File: config.mk
export PLATFORM = sky130hd
export DESIGN_NAME = note_time_quantizer_unit_flat
export DESIGN_NICKNAME = d
export VERILOG_FILES = /design/src/rtl/ntq_pkg.sv /design/src/rtl/ntq_if.sv /design/src/rtl/note_time_quantizer_unit.sv /design/src/flat_wrapper.sv
export SDC_FILE = /design/constraint.sdc
export NUM_CORES = 1
export LEC_CHECK = 0
export BUFFER_PORTS_ARGS = -buffer_cell sky130_fd_sc_hd__buf_4
export CAP_MARGIN = 30
export CORE_ASPECT_RATIO = 1.1
export CORE_MARGIN = 8
export CORE_UTILIZATION = 45
export DETAILED_ROUTE_END_ITERATION = 10
export PLACE_DENSITY = 0.64
export RECOVER_POWER = 100
export SYNTH_ARGS = -nofsm -noshare
export SYNTH_HDL_FRONTEND = slang
export SYNTH_SLANG_ARGS = --single-unit
File: constraint.sdc
create_clock -name clk_i -period 17.1 [get_ports clk_i]
set_input_delay 3.42 -clock clk_i [delete_from_list [all_inputs] [get_ports clk_i]]
set_output_delay 3.42 -clock clk_i [all_outputs]
set_load 0.01 [all_outputs]
File: src/rtl/ntq_pkg.sv
// ----------------------------------------------------------------------------
// Note time quantizer package
// Shared constants, register codes and types of the note time quantizer.
// ----------------------------------------------------------------------------
package ntq_pkg;

  localparam int TIME_WIDTH_DEF = 31;
  localparam int EXP_W          = 5;
  localparam int CFG_IDX_W      = 2;
  localparam int CFG_DATA_W     = 5;
  localparam int STATUS_W       = 8;
  localparam int OUT_W          = 32;

  // Working width: seven half triplet steps of a grid of 2^31 ticks need 33 bits.
  localparam int CALC_W         = 35;
  localparam int QUOT_MAX       = 7;
  localparam int RND_W          = 3;

  // Binary pattern of one third; shifting it right gives floor(2^n / 3).
  localparam logic [31:0] THIRD_PATTERN = 32'h5555_5555;
  localparam logic [EXP_W-1:0] EXP_TOP  = 5'd31;

  localparam logic [3:0] KIND_NOTE_ON  = 4'h9;
  localparam logic [3:0] KIND_NOTE_OFF = 4'h8;

  typedef enum logic [1:0] {
    QM_START   = 2'd0,
    QM_END     = 2'd1,
    QM_HALFWAY = 2'd2
  } quant_mode_e;

  typedef enum logic [CFG_IDX_W-1:0] {
    CFG_GRID_EXP   = 2'd0,
    CFG_QUANT_MODE = 2'd1,
    CFG_TRIPLET    = 2'd2
  } cfg_reg_e;

  typedef struct packed {
    logic [EXP_W-1:0] grid_exp;
    quant_mode_e      mode;
    logic             triplet;
  } cfg_t;

endpackage

File: src/rtl/ntq_if.sv
// ----------------------------------------------------------------------------
// Note time quantizer channels
// Valid/ready channels for incoming events and outgoing results.
// ----------------------------------------------------------------------------
interface ntq_evt_if #(
  parameter int TIME_WIDTH = ntq_pkg::TIME_WIDTH_DEF
);
  logic                          valid;
  logic                          ready;
  logic [TIME_WIDTH-1:0]         event_time;
  logic [ntq_pkg::STATUS_W-1:0]  status_byte;
  logic                          is_marked;

  modport source (output valid, event_time, status_byte, is_marked, input ready);
  modport sink   (input valid, event_time, status_byte, is_marked, output ready);
endinterface

interface ntq_res_if;
  logic                       valid;
  logic                       ready;
  logic [ntq_pkg::OUT_W-1:0]  new_time;
  logic                       was_moved;

  modport source (output valid, new_time, was_moved, input ready);
  modport sink   (input valid, new_time, was_moved, output ready);
endinterface

File: src/rtl/note_time_quantizer_unit.sv
// ----------------------------------------------------------------------------
// Note time quantizer unit
// Path: an event transfer passes the three working stages and then the output
//   register before its result is shown; a stall at the output holds it.
// Throughput: one event per cycle, set by the four-stage pipeline that
//   advances as a whole whenever the output register is empty or taken.
// Reset: asynchronous, active low; empties the pipeline and clears the
//   configuration registers to exponent zero, note-start mode, straight grid.
// ----------------------------------------------------------------------------
//
// Pipeline outline:
//   stage A  registers the event time and the filter decision (marked and
//            note-on, or note-off in end mode).
//   stage B  splits the time into bar and remainder, finds the quotient of
//            the remainder by half a triplet step with seven parallel
//            compares, and forms the straight-grid rounding.
//   stage C  multiplies the rounded quotient by the triplet step (shift and
//            add of at most three terms) and selects the quantized time.
//   output   applies the halfway move and saturates to 32 bits.
// The whole pipeline moves on one enable, so a stall at the output holds
// every stage and nothing is lost or repeated.
module note_time_quantizer_unit #(
  parameter int TIME_WIDTH = ntq_pkg::TIME_WIDTH_DEF
) (
  input  logic                             clk_i,
  input  logic                             rst_ni,
  input  logic                             cfg_we_i,
  input  logic [ntq_pkg::CFG_IDX_W-1:0]    cfg_idx_i,
  input  logic [ntq_pkg::CFG_DATA_W-1:0]   cfg_wdata_i,
  ntq_evt_if.sink                          evt_i,
  ntq_res_if.source                        res_o
);

  localparam int CW = ntq_pkg::CALC_W;
  localparam int RW = ntq_pkg::RND_W;

  // Configuration registers.
  ntq_pkg::cfg_t cfg_q;

  always_ff @(posedge clk_i or negedge rst_ni) begin
    if (!rst_ni) begin
      cfg_q.grid_exp <= '0;
      cfg_q.mode     <= ntq_pkg::QM_START;
      cfg_q.triplet  <= 1'b0;
    end else if (cfg_we_i) begin
      case (cfg_idx_i)
        ntq_pkg::CFG_GRID_EXP:   cfg_q.grid_exp <= cfg_wdata_i[ntq_pkg::EXP_W-1:0];
        ntq_pkg::CFG_QUANT_MODE: cfg_q.mode     <= ntq_pkg::quant_mode_e'(cfg_wdata_i[1:0]);
        ntq_pkg::CFG_TRIPLET:    cfg_q.triplet  <= cfg_wdata_i[0];
        default: ;
      endcase
    end
  end

  // Grid quantities that follow from the configuration alone. They are stable while
  // events are in flight if the user makes configuration changes only when idle; the block does not enforce it.
  logic [CW-1:0] grid_one;
  logic [CW-1:0] grid_mask;
  logic [CW-1:0] half_grid;
  logic [CW-1:0] bar_mask;
  logic [CW-1:0] trip_step;
  logic [CW-1:0] half_step;

  always_comb begin
    grid_one  = {{(CW-1){1'b0}}, 1'b1} << cfg_q.grid_exp;
    grid_mask = grid_one - {{(CW-1){1'b0}}, 1'b1};
    half_grid = grid_one >> 1;
    bar_mask  = (grid_one << 1) - {{(CW-1){1'b0}}, 1'b1};
    // floor(2^(e+1) / 3), taken from the repeating pattern of one third.
    trip_step = {{(CW-32){1'b0}}, ntq_pkg::THIRD_PATTERN} >> (ntq_pkg::EXP_TOP - cfg_q.grid_exp);
    half_step = trip_step >> 1;
  end

  // The pipeline advances whenever the output register is free or being taken.
  logic adv;
  logic res_valid_q;

  assign adv         = !res_valid_q || res_o.ready;
  assign evt_i.ready = adv;

  // Event filter.
  logic [3:0] kind;
  logic       hit_in;

  assign kind = evt_i.status_byte[7:4];

  always_comb begin
    case (cfg_q.mode)
      ntq_pkg::QM_END: hit_in = (kind == ntq_pkg::KIND_NOTE_OFF);
      default:         hit_in = (kind == ntq_pkg::KIND_NOTE_ON);
    endcase
    hit_in = hit_in && evt_i.is_marked;
  end

  // Stage A.
  logic                  a_valid_q;
  logic [TIME_WIDTH-1:0] a_time_q;
  logic                  a_hit_q;

  // Stage B logic: bar split, remainder quotient and straight-grid rounding.
  logic [CW-1:0]             a_time_x;
  logic [CW-1:0]             rest;
  logic [CW-1:0]             base;
  logic [ntq_pkg::QUOT_MAX-1:0] rest_ge;
  logic [RW-1:0]             quot;
  logic [RW-1:0]             rnd;
  logic [RW:0]               quot_inc;
  logic [CW-1:0]             nt_sum;
  logic [CW-1:0]             nt_z;

  always_comb begin
    a_time_x = {{(CW-TIME_WIDTH){1'b0}}, a_time_q};
    rest     = a_time_x & bar_mask;
    base     = a_time_x & ~bar_mask;
    // The remainder is below six half steps plus a little, so the quotient
    // never exceeds seven and a count of passed multiples gives it exactly.
    for (int k = 0; k < ntq_pkg::QUOT_MAX; k++) begin
      rest_ge[k] = (rest >= half_step * CW'(k + 1));
    end
    quot     = RW'($countones(rest_ge));
    quot_inc = {1'b0, quot} + {{RW{1'b0}}, 1'b1};
    rnd      = quot_inc[RW:1];
    // Round half up to the straight grid: add half a grid and clear the fraction.
    nt_sum   = a_time_x + half_grid;
    nt_z     = nt_sum & ~grid_mask;
  end

  // Stage B.
  logic                  b_valid_q;
  logic [TIME_WIDTH-1:0] b_time_q;
  logic                  b_hit_q;
  logic [TIME_WIDTH-1:0] b_base_q;
  logic [RW-1:0]         b_rnd_q;
  logic [CW-1:0]         b_nt_q;

  // Stage C logic: triplet product and selection of the quantized time.
  logic [CW-1:0] prod;
  logic [CW-1:0] b_time_x;
  logic [CW-1:0] trip_z;
  logic [CW-1:0] z_c;

  always_comb begin
    prod = (b_rnd_q[2] ? (trip_step << 2) : '0)
         + (b_rnd_q[1] ? (trip_step << 1) : '0)
         + (b_rnd_q[0] ? trip_step : '0);
    b_time_x = {{(CW-TIME_WIDTH){1'b0}}, b_time_q};
    trip_z   = {{(CW-TIME_WIDTH){1'b0}}, b_base_q} + prod;
    if (!b_hit_q || cfg_q.grid_exp == '0) begin
      z_c = b_time_x;
    end else if (cfg_q.triplet) begin
      // A triplet step of one has no half step; such times pass unchanged.
      z_c = (half_step == '0) ? b_time_x : trip_z;
    end else begin
      z_c = b_nt_q;
    end
  end

  // Stage C.
  logic                  c_valid_q;
  logic [TIME_WIDTH-1:0] c_time_q;
  logic                  c_hit_q;
  logic [CW-1:0]         c_z_q;

  // Output stage logic: halfway move and saturation.
  logic [CW-1:0]          avg_sum;
  logic [CW-1:0]          z_d;
  logic [ntq_pkg::OUT_W-1:0] res_time_d;

  always_comb begin
    avg_sum = c_z_q + {{(CW-TIME_WIDTH){1'b0}}, c_time_q};
    if (c_hit_q && cfg_q.mode == ntq_pkg::QM_HALFWAY) begin
      z_d = avg_sum >> 1;
    end else begin
      z_d = c_z_q;
    end
    if (z_d[CW-1:ntq_pkg::OUT_W] != '0) begin
      res_time_d = '1;
    end else begin
      res_time_d = z_d[ntq_pkg::OUT_W-1:0];
    end
  end

  // Output register.
  logic [ntq_pkg::OUT_W-1:0] res_time_q;
  logic                      res_moved_q;

  // Valid bits travel with the data and are the only pipeline state reset clears.
  always_ff @(posedge clk_i or negedge rst_ni) begin
    if (!rst_ni) begin
      a_valid_q   <= 1'b0;
      b_valid_q   <= 1'b0;
      c_valid_q   <= 1'b0;
      res_valid_q <= 1'b0;
    end else if (adv) begin
      a_valid_q   <= evt_i.valid;
      b_valid_q   <= a_valid_q;
      c_valid_q   <= b_valid_q;
      res_valid_q <= c_valid_q;
    end
  end

  always_ff @(posedge clk_i) begin
    if (adv) begin
      a_time_q    <= evt_i.event_time;
      a_hit_q     <= hit_in;
      b_time_q    <= a_time_q;
      b_hit_q     <= a_hit_q;
      b_base_q    <= base[TIME_WIDTH-1:0];
      b_rnd_q     <= rnd;
      b_nt_q      <= nt_z;
      c_time_q    <= b_time_q;
      c_hit_q     <= b_hit_q;
      c_z_q       <= z_c;
      res_time_q  <= res_time_d;
      res_moved_q <= c_hit_q;
    end
  end

  assign res_o.valid     = res_valid_q;
  assign res_o.new_time  = res_time_q;
  assign res_o.was_moved = res_moved_q;

endmodule

File: src/flat_wrapper.sv
// flat-port wrapper written by rule: the top's interface ports become plain ports
module note_time_quantizer_unit_flat 
#(
  parameter int TIME_WIDTH = ntq_pkg::TIME_WIDTH_DEF
)
  (clk_i, rst_ni, cfg_we_i, cfg_idx_i, cfg_wdata_i, evt_i_valid, evt_i_event_time, evt_i_status_byte, evt_i_is_marked, evt_i_ready, res_o_valid, res_o_new_time, res_o_was_moved, res_o_ready);
  ntq_evt_if #(.TIME_WIDTH(TIME_WIDTH)) evt_i_i ();
  ntq_res_if res_o_i ();
  input  logic clk_i;
  input  logic rst_ni;
  input  logic cfg_we_i;
  input  logic [ntq_pkg::CFG_IDX_W-1:0] cfg_idx_i;
  input  logic [ntq_pkg::CFG_DATA_W-1:0] cfg_wdata_i;
  input wire logic [$bits(evt_i_i.valid)-1:0] evt_i_valid;
  input wire logic [$bits(evt_i_i.event_time)-1:0] evt_i_event_time;
  input wire logic [$bits(evt_i_i.status_byte)-1:0] evt_i_status_byte;
  input wire logic [$bits(evt_i_i.is_marked)-1:0] evt_i_is_marked;
  output wire logic [$bits(evt_i_i.ready)-1:0] evt_i_ready;
  output wire logic [$bits(res_o_i.valid)-1:0] res_o_valid;
  output wire logic [$bits(res_o_i.new_time)-1:0] res_o_new_time;
  output wire logic [$bits(res_o_i.was_moved)-1:0] res_o_was_moved;
  input wire logic [$bits(res_o_i.ready)-1:0] res_o_ready;
  assign evt_i_i.valid = evt_i_valid;
  assign evt_i_i.event_time = evt_i_event_time;
  assign evt_i_i.status_byte = evt_i_status_byte;
  assign evt_i_i.is_marked = evt_i_is_marked;
  assign evt_i_ready = evt_i_i.ready;
  assign res_o_valid = res_o_i.valid;
  assign res_o_new_time = res_o_i.new_time;
  assign res_o_was_moved = res_o_i.was_moved;
  assign res_o_i.ready = res_o_ready;
  note_time_quantizer_unit #(.TIME_WIDTH(TIME_WIDTH)) u_core (.clk_i(clk_i), .rst_ni(rst_ni), .cfg_we_i(cfg_we_i), .cfg_idx_i(cfg_idx_i), .cfg_wdata_i(cfg_wdata_i), .evt_i(evt_i_i), .res_o(res_o_i));
endmodule
==> results of run 1 <==
## worst max-delay path: cells and delay by family (launching register included)
family	cells	cell delay [ps]
buffers and inverters	5	2780
AND/OR/NAND/NOR	9	3650
flip-flops	1	680
XOR/XNOR	2	240
AO/OA/AOI/OAI	6	920
adder cells (fa/ha/maj)	7	2700
## layer usage
metal	wire, um	part of all wire, %	GRT usage (%)	vias up
met1	32000	43	27.1	10400
met3	3320	4.5	1.65	159
li1	-	-	-	10600
met5	0	0	0	-
met2	35500	48	38.1	654
met4	3390	4.6	9.74	0
## Yosys cell counts (40+ instances only)
| cell | instances | area (um^2) |
|---|---|---|
| edfxtp_1 | 229 | 6880 |
| nor2_1 | 173 | 649 |
| a21oi_1 | 219 | 1100 |
| nor3_1 | 59 | 295 |
| nand4_1 | 53 | 332 |
| o22ai_1 | 58 | 363 |
| and2_1 | 52 | 325 |
| xor2_1 | 71 | 622 |
| ha_1 | 424 | 5310 |
| o21ai_0 | 145 | 726 |
| nor2b_1 | 40 | 250 |
| clkbuf_1 | 72 | 270 |
| nand3_1 | 65 | 325 |
| xnor2_1 | 78 | 683 |
| inv_1 | 228 | 856 |
| a21o_1 | 135 | 1010 |
| fa_1 | 93 | 1860 |
| nand2_1 | 224 | 841 |
## worst max-delay path by stage
stage,to,slack [ps],cells past startpoint
final,u_core.b_rnd_q[1],5880,29
after global routing,u_core.b_rnd_q[1],5630,29
after CTS,u_core.b_rnd_q[1],7550,32
after detailed placement,u_core.b_rnd_q[1],7580,32
after global placement,u_core.b_rnd_q[1],7600,32
after floorplan,evt_i_ready,4620,1
## flip-flops by register name, indices dropped and copies added, names as in the netlist, 3 cells and up
name                   cells
u_core.res_o.new_time     32
u_core.b_rnd_q             3
u_core.c_time_q           31
u_core.b_time_q           31
u_core.b_nt_q             32
u_core.a_time_q           31
u_core.cfg_q               8
u_core.b_base_q           30
u_core.c_z_q              35
## through the flow
stage | hold slack, ps | cell area (um^2) | power [mW] | std cells | util (%)
6_report | 428 | 28300 | 4.53 | 3691 | 49.4
3_5_place_dp | 428 | 27800 | 4.01 | 3646 | 48.3
5_1_grt | 454 | 28300 | 4.94 | 3691 | 49.4
2_1_floorplan | 400 | 26200 | 3.25 | 2853 | -
3_3_place_gp | 406 | 27700 | 3.91 | 3645 | 48.3
4_1_cts | 430 | 28500 | 4.55 | 3690 | 49.7
## cell type report
| type | instances | area [um^2] | share of cell area [%] |
|---|---|---|---|
| multi-input cells | 2301 | 17800 | 63.0 |
| inverters | 229 | 860 | 3.03 |
| clock buffers | 27 | 633 | 2.23 |
| repair buffers | 124 | 757 | 2.67 |
| clock inverters | 17 | 131 | 0.463 |
| flip-flops and latches | 241 | 7180 | 25.3 |
| well taps | 752 | 941 | 3.32 |
## power groups by stage
stage | clock network, mW | registers (mW) | logic [mW]
2_1_floorplan | 0 | 1.08 | 2.17
3_3_place_gp | 0 | 1.07 | 2.84
3_5_place_dp | 0 | 1.08 | 2.94
4_1_cts | 0.531 | 1.06 | 2.96
5_1_grt | 0.549 | 1.10 | 3.29
6_report | 0.517 | 1.08 | 2.94
## cell families (layout without fill, tap and decap cells)
logic type,after synthesis,count (layout),synth area share [%]
adder cells (fa/ha/maj),522,522,27.5
XOR/XNOR,149,149,4.98
flip-flops,241,241,27.4
AND/OR/NAND/NOR,810,810,15.2
buffers and inverters,311,397,4.50
AO/OA/AOI/OAI,807,807,19.8
multiplexers,13,13,0.535
## layout by cell type, fill, tap and decap left out, types with 22 or more instances in the layout
| cell | netlist | routed |
|---|---|---|
| ha_1 | 424 | 424 |
| xnor2_1 | 78 | 78 |
| a21oi_1 | 219 | 218 |
| fa_1 | 93 | 93 |
| and2_1 | 52 | 43 |
| nand3_1 | 65 | 65 |
| nor2b_1 | 40 | 39 |
| clkbuf_16 | 0 | 25 |
| xor2_1 | 71 | 71 |
| a21o_1 | 135 | 135 |
| nand2_1 | 224 | 224 |
| a211oi_1 | 22 | 22 |
| o22ai_1 | 58 | 58 |
| nand2b_1 | 32 | 32 |
| clkbuf_1 | 72 | 57 |
| o211ai_1 | 34 | 34 |
| buf_4 | 0 | 41 |
| and3_1 | 37 | 37 |
| nor3_1 | 59 | 59 |
| o21a_1 | 34 | 34 |
| o21ai_0 | 145 | 146 |
| nor2_1 | 173 | 173 |
| nand4_1 | 53 | 53 |
| inv_1 | 228 | 228 |
| clkbuf_4 | 0 | 26 |
| edfxtp_1 | 229 | 229 |
==> run summary, run 1 <==
The number of enable-type register cells in the synthesized netlist came out at 229. After clock tree synthesis, the clock-pin slew on the worst setup and hold paths is around 70 ps. The total overflow reported by the global router came out at 0. The starting DRC count in detailed routing came out at 1388. The count of standard-cell rows came out at 92. Counting the fill cells in the layout gives 5368. For this configuration, the core starts out at a cell density of a little under half. The proportion of total power due to net switching is between 40 and 50%. The post-cts hold buffer count is 0. Static timing analysis puts the maximum clock frequency at approximately 89 MHz. The number of clock buffers inserted by TritonCTS is 24. The stage delay of the slowest cell on the critical path came out at approximately 1200 ps.

Sequential elements use 27.4% of the synthesized area. The global-route usage over all layers is a little over a fifth. The post-synthesis instance total came out at between 2000 and 3000. The share of total power in the clock network came out at a little under an eighth.

The start of the worst register-to-register path is u_core.cfg_q[7]. The most used flip-flop cell after synthesis is edfxtp_1. The number of library cell types mapped by synthesis is 82.

The area enclosed by the die boundary is ~66000 um^2. The number of synthesis warnings came out at 0. TritonCTS built the clock tree.

The required time of the critical path came out at about 17000 ps. The first-pass GRT wire length is roughly 120000 um. Power spread over the standard cell area amounts to approximately 160 nW/um^2.

The post-route antenna net violation count is 0. The chip width came out at between 200 and 250 um. Across the routed clock network, the largest skew measured is between 10 and 15 ps. The cell sitting at the root of the clock tree is a clkbuf_16. The ratio of cells with drive above 1 in the final layout came out at 4.66%.

In this run the number of H-tree levels came out at 1. After detailed routing, the number of remaining DRC violations is 0. The total length of routed wires is between 70000 and 80000 um. The post-CTS setup-driven buffer insertion count is 0. The post-route worst setup slack is around 6000 ps. The number of global-route vias before repair was between 20000 and 25000.

The count of cells resized by post-cts repair came out at 0. The tightest min-delay check is of the flip-flop to flip-flop type. The critical path is of the flip-flop to flip-flop type. The layout-stage area growth over the synthesis result is 8.20%. The number of optimization iterations in the first detailed-route pass came out at 6. The highest-delay cell along the critical path is clkbuf_1. After detailed routing, the number of vias per cell comes to between 5 and 6. The maximum number of pins on one net before global-route repair came out at 80. The checks that failed: max-capacitance violations, max-slew violations. The arrival time of data at the critical path endpoint came out at ~12000 ps. The post-synthesis cell area came out at approximately 26000 um^2.

Tracing the worst setup path back leads to its startpoint at u_core.cfg_q[7]. The category of the worst setup path launch point is a flip-flop. The average wire length per cell after detail routing is between 20 and 25 um.

The area of the core came out at roughly 57000 um^2. Along the worst hold path, the cell count comes to 0. The endpoint of the worst register-to-register path is u_core.b_rnd_q[1]. The clock period could shrink to 11220 ps. The y dimension of the die came out at ~270 um.

Of all nets on the critical path, the largest fanout is 31. The via total after detailed routing came out at about 22000. The final max-slew violation count came out at 357. The clock tree buffer depth came out at 3. The analysis attributes to net switching a power of around 2.1 mW.

The final total negative setup slack is 0 ps. Routability-driven placement finished with a final weighted congestion of 0.980. The worst slew margin relative to its limit is -165%.

The length in cells of the worst reg-to-reg path is 29. Setup repair after global routing left no endpoint under its margin. In the synthesized netlist the async set-or-reset flop fraction comes to 4.98%. The end point of the worst hold path is u_core.b_hit_q. The internal power summed over all cells is 2.43 mW. The worst setup slack for register-to-register paths came out at a little under 6000 ps.

The number of failing setup endpoints in the final timing report is 0. The leakage component of the power is ~13 nW. Across the run, the number of max-cap violations was 7. In this run the most critical hold path is launched from u_core.a_hit_q. For the pin with the worst max-slew slack, the measured transition is 3980 ps. The diode insertion count for antenna repair is 0. The final layout net count came out at ~3500. The number of sinks handled by clock tree synthesis came out at 241. The fraction of the cycle the final worst path needs is around 66%. The placement-stage worst setup slack came out at roughly 7600 ps. The type of element capturing the critical path is a flip-flop. The maximum vdd drop came out at 0.105 mV. The total I/O pin count is between 80 and 90. The synthesized design contains 241 register bits. The final hold violation count is 0. Combinational logic is responsible for approximately two thirds of the overall power. The later-pin clock latency in the skew report is 540 ps. The number of antenna violations at the first check in global routing came out at 1.

The HPWL after detailed placement is 60300 um. When the netlist entered floorplanning its net count stood at around 3400. The number of I/O port buffers came out at ~80. The flow ran to the end, but the final reports show violations. The part of the power in registers is a little under a quarter. The mean area per synthesized cell is a little over 9 um^2.
Note: power is estimated with default switching activity, not from simulation.
==> inputs of run 2 (changes only) <==
==> constraint.sdc (replaced) <==
create_clock -name clk_i -period 11.7 [get_ports clk_i]
set_input_delay 2.34 -clock clk_i [delete_from_list [all_inputs] [get_ports clk_i]]
set_output_delay 2.34 -clock clk_i [all_outputs]
set_load 0.01 [all_outputs]
==> run 2 against run 1 <==
Effect of this change:
- the flow still finishes with violations (max-capacitance violations, max-slew violations)
- sequential share of layout area hardly changed
- largest cell class unchanged
- sequential power grew 45%
- combinational power grew 46%
- die area is the same
- maximum frequency increased by 12%
- global-route usage is 0.28 points higher
- register-to-register slack got worse by 4200 ps
- first-iteration DRC count up 4.2%
- cell area about the same
- routed wire length is 0.67% higher
==> run summary, run 2 (synthesis gave the netlist of run 1 again) <==
The run finished, with violations left. The highest-delay cell along the critical path is clkbuf_1. The clock tree buffer depth was 3 (unchanged). The required time of the critical path came out at 11980 ps (-5400 ps).

The number of antenna violations at the first check in global routing is 0 (-1). Setup repair after global routing left no endpoint under its margin. The cell family contributing the most delay on the critical path is simple AND/OR/NAND/NOR gates.

The final hold violation count was 0 (unchanged). The post-CTS clock slew at the launch and capture registers of the worst setup and hold paths is 60 ps (about the same). The critical path is of the flip-flop to flip-flop type. The count of cells resized by post-cts repair came out at 0 (unchanged). The post-route antenna net violation count is 0 (unchanged). The maximum number of pins on one net before global-route repair is 87 (+8.8%). The detailed-placement wirelength estimate came out at 60700 um (+0.81%). The number of sinks handled by clock tree synthesis is 241 (unchanged). The via total after detailed routing is 21900 (+0.073%). The post-CTS setup-driven buffer insertion count is 0 (unchanged). The worst path buffer plus inverter count was 1 (-4).

The area enclosed by the die boundary came to 66200 um^2 (unchanged). The time the final worst path needs with I/O delays and setup is 10040 ps (-1180 ps). The total length of routed wires came out at 74800 um (+0.67%). The effective utilization at floorplan came out at 45.6% (unchanged).

The maximum fanout count along the critical path came out at 49 (+58%). The maximum vdd drop is 0.136 mV (+30%). The largest register by flop count is u_core.c_z_q. The post-detailed-route DRC marker count came to 0 (unchanged).

The number of I/O port buffers came out at 82 (unchanged). The number of clock buffers inserted by TritonCTS came out at 25 (+4.2%). The pin slew with the least headroom to its limit is 3980 ps (-0.0834 ps).

The final reports fail on max-capacitance violations, max-slew violations. The layout-stage area growth over the synthesis result is 8.22% (about the same). The arrival time of data at the critical path endpoint came out at 10330 ps (-1180 ps).

The most frequent standard cell in the layout excluding fill and tap cells is ha_1. The post-cts hold buffer count is 0 (unchanged). The most used cell along the critical path is ha_1. The total overflow reported by the global router is 0 (unchanged). The y dimension of the die came out at 269 um (unchanged). The final weighted congestion in routability-driven placement was 0.954 (-2.6%). The stage delay of the slowest cell on the critical path is 1510 ps (+360 ps). The count of standard-cell rows is 92 (unchanged). TritonCTS built the clock tree. The count of H-tree levels built during CTS is 1 (unchanged). The number of failing setup endpoints in the final timing report came out at 0 (unchanged). The maximum clock frequency is 99.6 MHz (+12%). The path class of the tightest hold or removal check is flip-flop to flip-flop. The global-route usage over all layers is 22.0% (+0.28 points). The average wire length per cell after detail routing was 20.3 um (+0.75%). The final total negative setup slack is 0 ps (unchanged).

The fraction of the cycle the final worst path needs came out at 85.8% (+20 points). The number of global-route vias before repair came out at 21900 (+1.1%). The number of optimization iterations in the first detailed-route pass was 7 (+1).

The root buffer cell chosen for the clock tree is clkbuf_16. The power per cell area was 236 nW/um^2 (+47%). The worst slew margin relative to its limit came out at -165% (about the same).

The leakage component of the power is 13.2 nW (about the same). The type of element capturing the critical path is a flip-flop. The category of the worst setup path launch point is a flip-flop.

The starting DRC count in detailed routing came out at 1446 (+4.2%). The max capacitance violation total was 7 (unchanged). The diode insertion count for antenna repair is 0 (unchanged). The flip-flop count of the largest register, all copies and words added came out at 35 (unchanged). The hold slack was 455 ps (+26.4 ps). The detailed-route vias per instance is 5.93 (+0.15%). The total I/O pin count is 87 (unchanged). The cell area after layout is 28400 um^2 (about the same). The area of the core is 57400 um^2 (unchanged). The final max-slew violation count came to 352 (-1.4%). The cell area after placement is 27700 um^2 (-0.21%). The later-pin clock latency in the skew report is 550 ps (about the same).

The final layout net count came to 3486 (-0.11%). The chip width was 246 um (unchanged). The first-pass GRT wire length is 117000 um (+1.4%). In the layout the commonest cells are 424 x ha_1, 229 x edfxtp_1, 228 x inv_1.

The ratio of cells with drive above 1 in the final layout came out at 4.67% (+0.0048 points). The setup skew after layout came out at 10.1 ps (-3.97 ps).
[run 2: cell types whose count changed in the layout (fill, tap and decap cells not counted), sizes merged]
cell / before / now
clkbuf: 108 / 110
clkinv: 14 / 10
inv: 229 / 233
buf: 43 / 37
bufinv: 2 / 3
[run 2: worst reg2reg max path, delay by kind of cell (launching register included)]
family	cells	cell delay, ps
AO/OA/AOI/OAI	8	1760
XOR/XNOR	3	510
adder cells (fa/ha/maj)	7	2490
buffers and inverters	1	1510
flip-flops	1	340
AND/OR/NAND/NOR	11	3170
[run 2: path summary, 6_finish.rpt]
kind,start,endpoint,slack [ps],cells after the start
max in group asynchronous,rst_ni,u_core.cfg_q[0],9110,1
hold / removal,u_core.c_hit_q,u_core.res_o.was_moved,450,0
setup reg to reg,u_core.cfg_q[6],u_core.b_rnd_q[1],1660,30
min in group asynchronous,rst_ni,u_core.a_valid_q,1950,1
setup / recovery,u_core.cfg_q[6],u_core.b_rnd_q[1],1660,30
hold reg to reg,u_core.c_hit_q,u_core.res_o.was_moved,450,0
[run 2: area by class of cell]
| cell class | instances | area, um^2 |
|---|---|---|
| tap | 752 | 941 |
| clock buffer | 28 | 637 |
| inverter | 229 | 860 |
| fill | 5392 | 29100 |
| timing repair buffer | 119 | 703 |
| sequential | 241 | 7180 |
| clock inverter | 18 | 186 |
| multi-input combinational | 2301 | 17800 |
[run 2: power by group]
| part | switching (mW) | leakage (nW) | internal (mW) |
|---|---|---|---|
| combinational | 2.59 | 10.4 | 1.72 |
| sequential | 0.173 | 2.44 | 1.40 |
| clock | 0.343 | 0.405 | 0.463 |
| total | 3.10 | 13.2 | 3.58 |
[run 2: through the flow]
stage	setup slack (ps)	total power [mW]	instances	utilization (%)
2_1_floorplan	1380	4.75	2853	-
3_3_place_gp	2970	5.73	3640	48.2
3_5_place_dp	2930	5.88	3640	48.2
4_1_cts	2880	6.71	3686	49.7
5_1_grt	1210	7.28	3688	49.4
6_report	1660	6.68	3688	49.4
[run 2: routing by layer]
layer | wire, um | up-vias | track usage (%)
met4 | 3390 | 0 | 9.75
met5 | 0 | - | 0
met3 | 3170 | 156 | 1.74
met1 | 32400 | 10500 | 27.4
li1 | - | 10600 | -
met2 | 35800 | 593 | 38.7
